==> config.mk <==
export PLATFORM = sky130hd
export DESIGN_NAME = lti_fifo
export DESIGN_NICKNAME = d
export VERILOG_FILES = /design/src/design/lti_pkg.sv /design/src/design/lti_fifo.sv
export SDC_FILE = /design/constraint.sdc
export NUM_CORES = 1
export LEC_CHECK = 0
export BUFFER_PORTS_ARGS = -buffer_cell sky130_fd_sc_hd__buf_2
export CAP_MARGIN = 20
export CELL_PAD_IN_SITES_DETAIL_PLACEMENT = 0
export CELL_PAD_IN_SITES_GLOBAL_PLACEMENT = 1
export CORE_AREA = 10 10 123 125
export DETAILED_ROUTE_END_ITERATION = 6
export DIE_AREA = 0 0 133 135
export HOLD_SLACK_MARGIN = 0.08
export PLACE_DENSITY = 0.79
export RECOVER_POWER = 50
export SYNTH_ARGS = -nofsm -noshare
export SYNTH_HDL_FRONTEND = slang
export SYNTH_SLANG_ARGS = --single-unit
export TNS_END_PERCENT = 20
==> constraint.sdc <==
create_clock -name clk_i -period 5.66 [get_ports clk_i]
set_input_delay 1.415 -clock clk_i [delete_from_list [all_inputs] [get_ports clk_i]]
set_output_delay 1.415 -clock clk_i [all_outputs]
set_load 0.02 [all_outputs]
==> src/design/lti_pkg.sv <==
// Shared types and constants for the log-table interpolator.
package lti_pkg;

  localparam int unsigned FRAC_BITS   = 24;
  localparam int unsigned GAMMA_W     = 48;
  localparam int unsigned ENTRY_W     = 10;
  localparam int unsigned VAL_W       = 32;
  localparam int unsigned DENS_W      = 36;
  localparam int unsigned LOG2_W      = 6 + FRAC_BITS;
  localparam int unsigned NORM_STAGES = 6;
  localparam int unsigned CFG_IDX_W   = 3;
  localparam int unsigned CFG_DATA_W  = 48;

  localparam int unsigned LOG2_GAMMA_BIAS  = 16 << FRAC_BITS;
  localparam int unsigned LOG2_WEIGHT_BIAS = FRAC_BITS << FRAC_BITS;

  typedef enum logic [CFG_IDX_W-1:0] {
    CFG_GAMMA_LOW      = 3'd0,
    CFG_GAMMA_HIGH     = 3'd1,
    CFG_LOG2_GAMMA_LOW = 3'd2,
    CFG_INV_LOG2_STEP  = 3'd3,
    CFG_LAST_ENTRY     = 3'd4,
    CFG_LOG2_SCALE     = 3'd5,
    CFG_SCALE_ENABLED  = 3'd6
  } cfg_idx_e;

  typedef enum logic [1:0] {
    OP_WRITE,
    OP_ZERO,
    OP_TOP,
    OP_INTERP
  } op_e;

  typedef enum logic [1:0] {
    RES_ZERO,
    RES_DIRECT,
    RES_LIN,
    RES_LOG
  } res_e;

  typedef struct packed {
    logic [GAMMA_W-1:0] gamma_low;
    logic [GAMMA_W-1:0] gamma_high;
    logic [29:0]        log2_gamma_low;
    logic [31:0]        inv_log2_step;
    logic [ENTRY_W-1:0] last_entry;
    logic [DENS_W-1:0]  log2_scale;
    logic               scale_en;
  } cfg_t;

  localparam cfg_t CFG_RESET = '{
    gamma_low:      48'd65536,
    gamma_high:     48'hFFFF_FFFF_FFFF,
    log2_gamma_low: 30'd0,
    inv_log2_step:  32'd65536,
    last_entry:     10'd1020,
    log2_scale:     36'd0,
    scale_en:       1'b0
  };

  typedef struct packed {
    op_e                op;
    logic [ENTRY_W-1:0] addr;
    logic [FRAC_BITS:0] frac;
    logic [VAL_W-1:0]   val;
    logic               zero;
  } item_t;

endpackage

==> src/design/lti_fifo.sv <==
// Two-entry queue between the front end and the back end.
module lti_fifo import lti_pkg::*; (
  input  logic  clk_i,
  input  logic  rst_ni,
  input  logic  valid_i,
  input  item_t data_i,
  output logic  full_o,
  output logic  valid_o,
  output item_t data_o,
  input  logic  pop_i
);

  item_t      mem_q [2];
  logic       wr_ptr_q, rd_ptr_q;
  logic [1:0] count_q;
  logic       push, pop;

  assign full_o  = (count_q == 2'd2);
  assign valid_o = (count_q != 2'd0);
  assign data_o  = mem_q[rd_ptr_q];
  assign push    = valid_i && !full_o;
  assign pop     = pop_i && valid_o;

  always_ff @(posedge clk_i or negedge rst_ni) begin
    if (!rst_ni) begin
      wr_ptr_q <= 1'b0;
      rd_ptr_q <= 1'b0;
      count_q  <= 2'd0;
    end else begin
      if (push) wr_ptr_q <= !wr_ptr_q;
      if (pop)  rd_ptr_q <= !rd_ptr_q;
      count_q <= count_q + 2'(push) - 2'(pop);
    end
  end

  always_ff @(posedge clk_i) begin
    if (push) begin
      mem_q[wr_ptr_q] <= data_i;
    end
  end

endmodule

==> impl_metrics.json <==
{
  "worstPathArrival_ns": 3.92,
  "reg2reg_from": "count_q[1]",
  "crit_chain": "clkbuf_1 > and3_1",
  "slew_headroom_pct": -116.3,
  "fin_nets": 471,
  "peakVddDrop_v": 0.0003380,
  "period_needed_ns": 3.978,
  "grt_pass1_vias": 3030,
  "grt_max_degree": 71,
  "slowest_stage": "and3_1",
  "syn_nets": 312,
  "rows": 41,
  "core_region_area_um2": 12570,
  "netlist.area_leader.share_pct": 75.00,
  "cp_top_family": "simple AND/OR/NAND/NOR gates",
  "vias": 2639,
  "synth_top_cell_by_area": "edfxtp_1",
  "yosys_warnings": 0,
  "min_from": "wr_ptr_q",
  "netlist_top_cells_count": "140 x edfxtp_1, 69 x mux2_4, 7 x buf_12",
  "r2r-end": "mem_q[1][35]",
  "cts_tree": "yes",
  "ioPinCount": 146,
  "via_per_inst": 4.550,
  "die_h_um": 135,
  "wl_per_cell_um": 17.51,
  "power.density_nw_per_um2": 591.5,
  "antenna_found_initial": 0,
  "cp-start-kind": "primary input",
  "h-tree-depth": 4,
  "clk_latency_ns": 0.41,
  "clk_pin_slew_ns": 0.06,
  "yosysSeqAreaShare_pct": 76.79,
  "netlist_area_um2": 5605,
  "drt_first_pass_iters": 4,
  "drt_drc_violations_left": 0,
  "slowest_delay_ns": 2.38,
  "tightestPinTransition_ns": 3.244,
  "clockBufferDepth": 2,
  "drt_wl_total_mm": 10.16,
  "initial_core_util_pct": 44.60,
  "rsz0062_at_grt": "false",
  "syn_to_final_growth_pct": 25.89,
  "numCtsBuffers": 17,
  "buffer_ports.inserted": 145,
  "clock-sinks": 144,
  "grt_remaining_overflow": 0,
  "async_flop_share_pct": 2.778,
  "max-cap-violations": 1,
  "status": "complete, but fails checks",
  "violations": "capacitance limit, slew limit",
  "hold_path_end": "wr_ptr_q",
  "synth-main-ff-cell": "edfxtp_1",
  "critical_path_required_ns": 5.61,
  "finalHoldViolations": 0,
  "synth_cell_types": 16,
  "cp-end-kind": "flop",
  "worstPathMaxFanout": 70,
  "finalSetupTns_ns": 0,
  "gp_congestion": 0.6743,
  "critical_path_buf_inv_count": 1,
  "hold_path.class": "reg2reg",
  "setup_viol": 0,
  "ant_nets": 0,
  "die_w_um": 133,
  "fin_skew_ns": 0.007731,
  "rr_worst_depth": 2,
  "ff2ff_setup_slack_ns": 2.23,
  "ctsHoldBuffers": 0,
  "syn_inst": 236,
  "first_iter_violations": 138,
  "fin_crit_sh_pct": 70.28,
  "synth-edff-count": 140,
  "p_leak_nw": 2.771,
  "fin_util_pct": 56.15,
  "diodes": 0,
  "dp_hpwl_mm": 7.120,
  "holdPathStages": 1,
  "grt_use_total_pct": 11.64,
  "drive_above_1_share_pct": 49.26,
  "clockRootBuffer": "clkbuf_16",
  "postSynthAreaPerCell_um2": 23.75,
  "yosys-top-cells-area": "edfxtp_1 75%, mux2_4 18%, buf_12 2.5%",
  "grt_pass1_wl_mm": 15.93,
  "fmax_ghz": 0.2514,
  "worstSetupPathType": "in2reg",
  "ys_seq_elements": 144,
  "drv_slew": 71,
  "die_area_um2": 17960,
  "cts_setup_buffers": 0,
  "post_cts_resized": 0,
  "yosysMostFrequentCell": "edfxtp_1"
}
-- worst reg2reg max path, cell delays in order, from the launching register on --
cell,delay (ns)
dfrtp_1,0.39
nand2b_1,0.13
and3_1,2.40
-- registers in the layout, summed over array words and instances (netlist names) --
register  flops
mem_q       140
wr_ptr_q      1
rd_ptr_q      1
count_q       2
-- metal layers --
metal | up-vias | GRT usage (%) | wire, um | share of wire, %
met3 | 15 | 6.009 | 874 | 8.6
met2 | 91 | 19.67 | 5243 | 52
met4 | 0 | 5.623 | 161 | 1.6
met1 | 1279 | 11.63 | 3878 | 38
met5 | - | 0 | 0 | 0
li1 | 1254 | - | - | -
-- stage by stage --
stage / power, mW / hold slack [ns] / setup WS (ns) / std cells / area [um^2]
5_1_grt: 4.369 / 0.5271 / 1.297 / 580 / 7057
4_1_cts: 4.245 / 0.5172 / 1.691 / 580 / 7128
2_1_floorplan: 2.651 / 0.4608 / 0.7294 / 236 / 5605
3_5_place_dp: 2.935 / 0.5045 / 2.148 / 548 / 6434
3_3_place_gp: 2.907 / 0.4935 / 2.185 / 548 / 6434
6_report: 4.174 / 0.4974 / 1.682 / 580 / 7057
-- area by class of cell --
cell class                      count  area, um^2
Multi-Input combinational cell     82        1140
Sequential cell                   144        4308
Timing Repair Buffer              148       691.9
Clock buffer                       17       425.4
Clock inverter                     15       269.0
Fill cell                         989        5512
Inverter                            2       7.507
Tap cell                          172       215.2
-- cells in the final DEF, fill, tap and decap left out, types with 3 or more instances in the layout --
cell	n
buf_2	100
clkbuf_16	17
edfxtp_1	140
buf_4	3
bufinv_16	8
clkinv_1	5
clkbuf_1	45
mux2_4	69
xnor2_1	3
dfrtp_1	3
-- kinds of logic after synthesis --
| logic type | count (synthesis) | share of synthesized area (%) |
|---|---|---|
| xor gates and xnor gates | 4 | 0.6251 |
| adders and majority gates | 2 | 0.4464 |
| buffers and inverters | 10 | 2.835 |
| DFF | 144 | 76.79 |
| muxes | 70 | 18.68 |
| and+or+nand+nor | 6 | 0.6251 |
-- where the power goes --
part / leakage, nW / switching [mW] / internal [mW]
Combinational: 1.09 / 0.658 / 0.583
Sequential: 1.35 / 0.159 / 1.47
Clock: 0.338 / 0.394 / 0.905
-- how the worst max path moves through the flow --
| stage | cells past startpoint | slack, ns | to | startpoint |
|---|---|---|---|---|
| after global routing | 2 | 1.30 | mem_q[1][35] | valid_i |
| after detailed placement | 3 | 2.15 | data_o[53] | rd_ptr_q |
| final | 2 | 1.68 | mem_q[1][35] | valid_i |
| after global placement | 3 | 2.18 | data_o[55] | rd_ptr_q |
| after floorplan | 2 | 0.73 | mem_q[0][0] | valid_i |
| after CTS | 3 | 1.69 | data_o[53] | rd_ptr_q |
No activity file was read; power rests on OpenSTA's default activity.
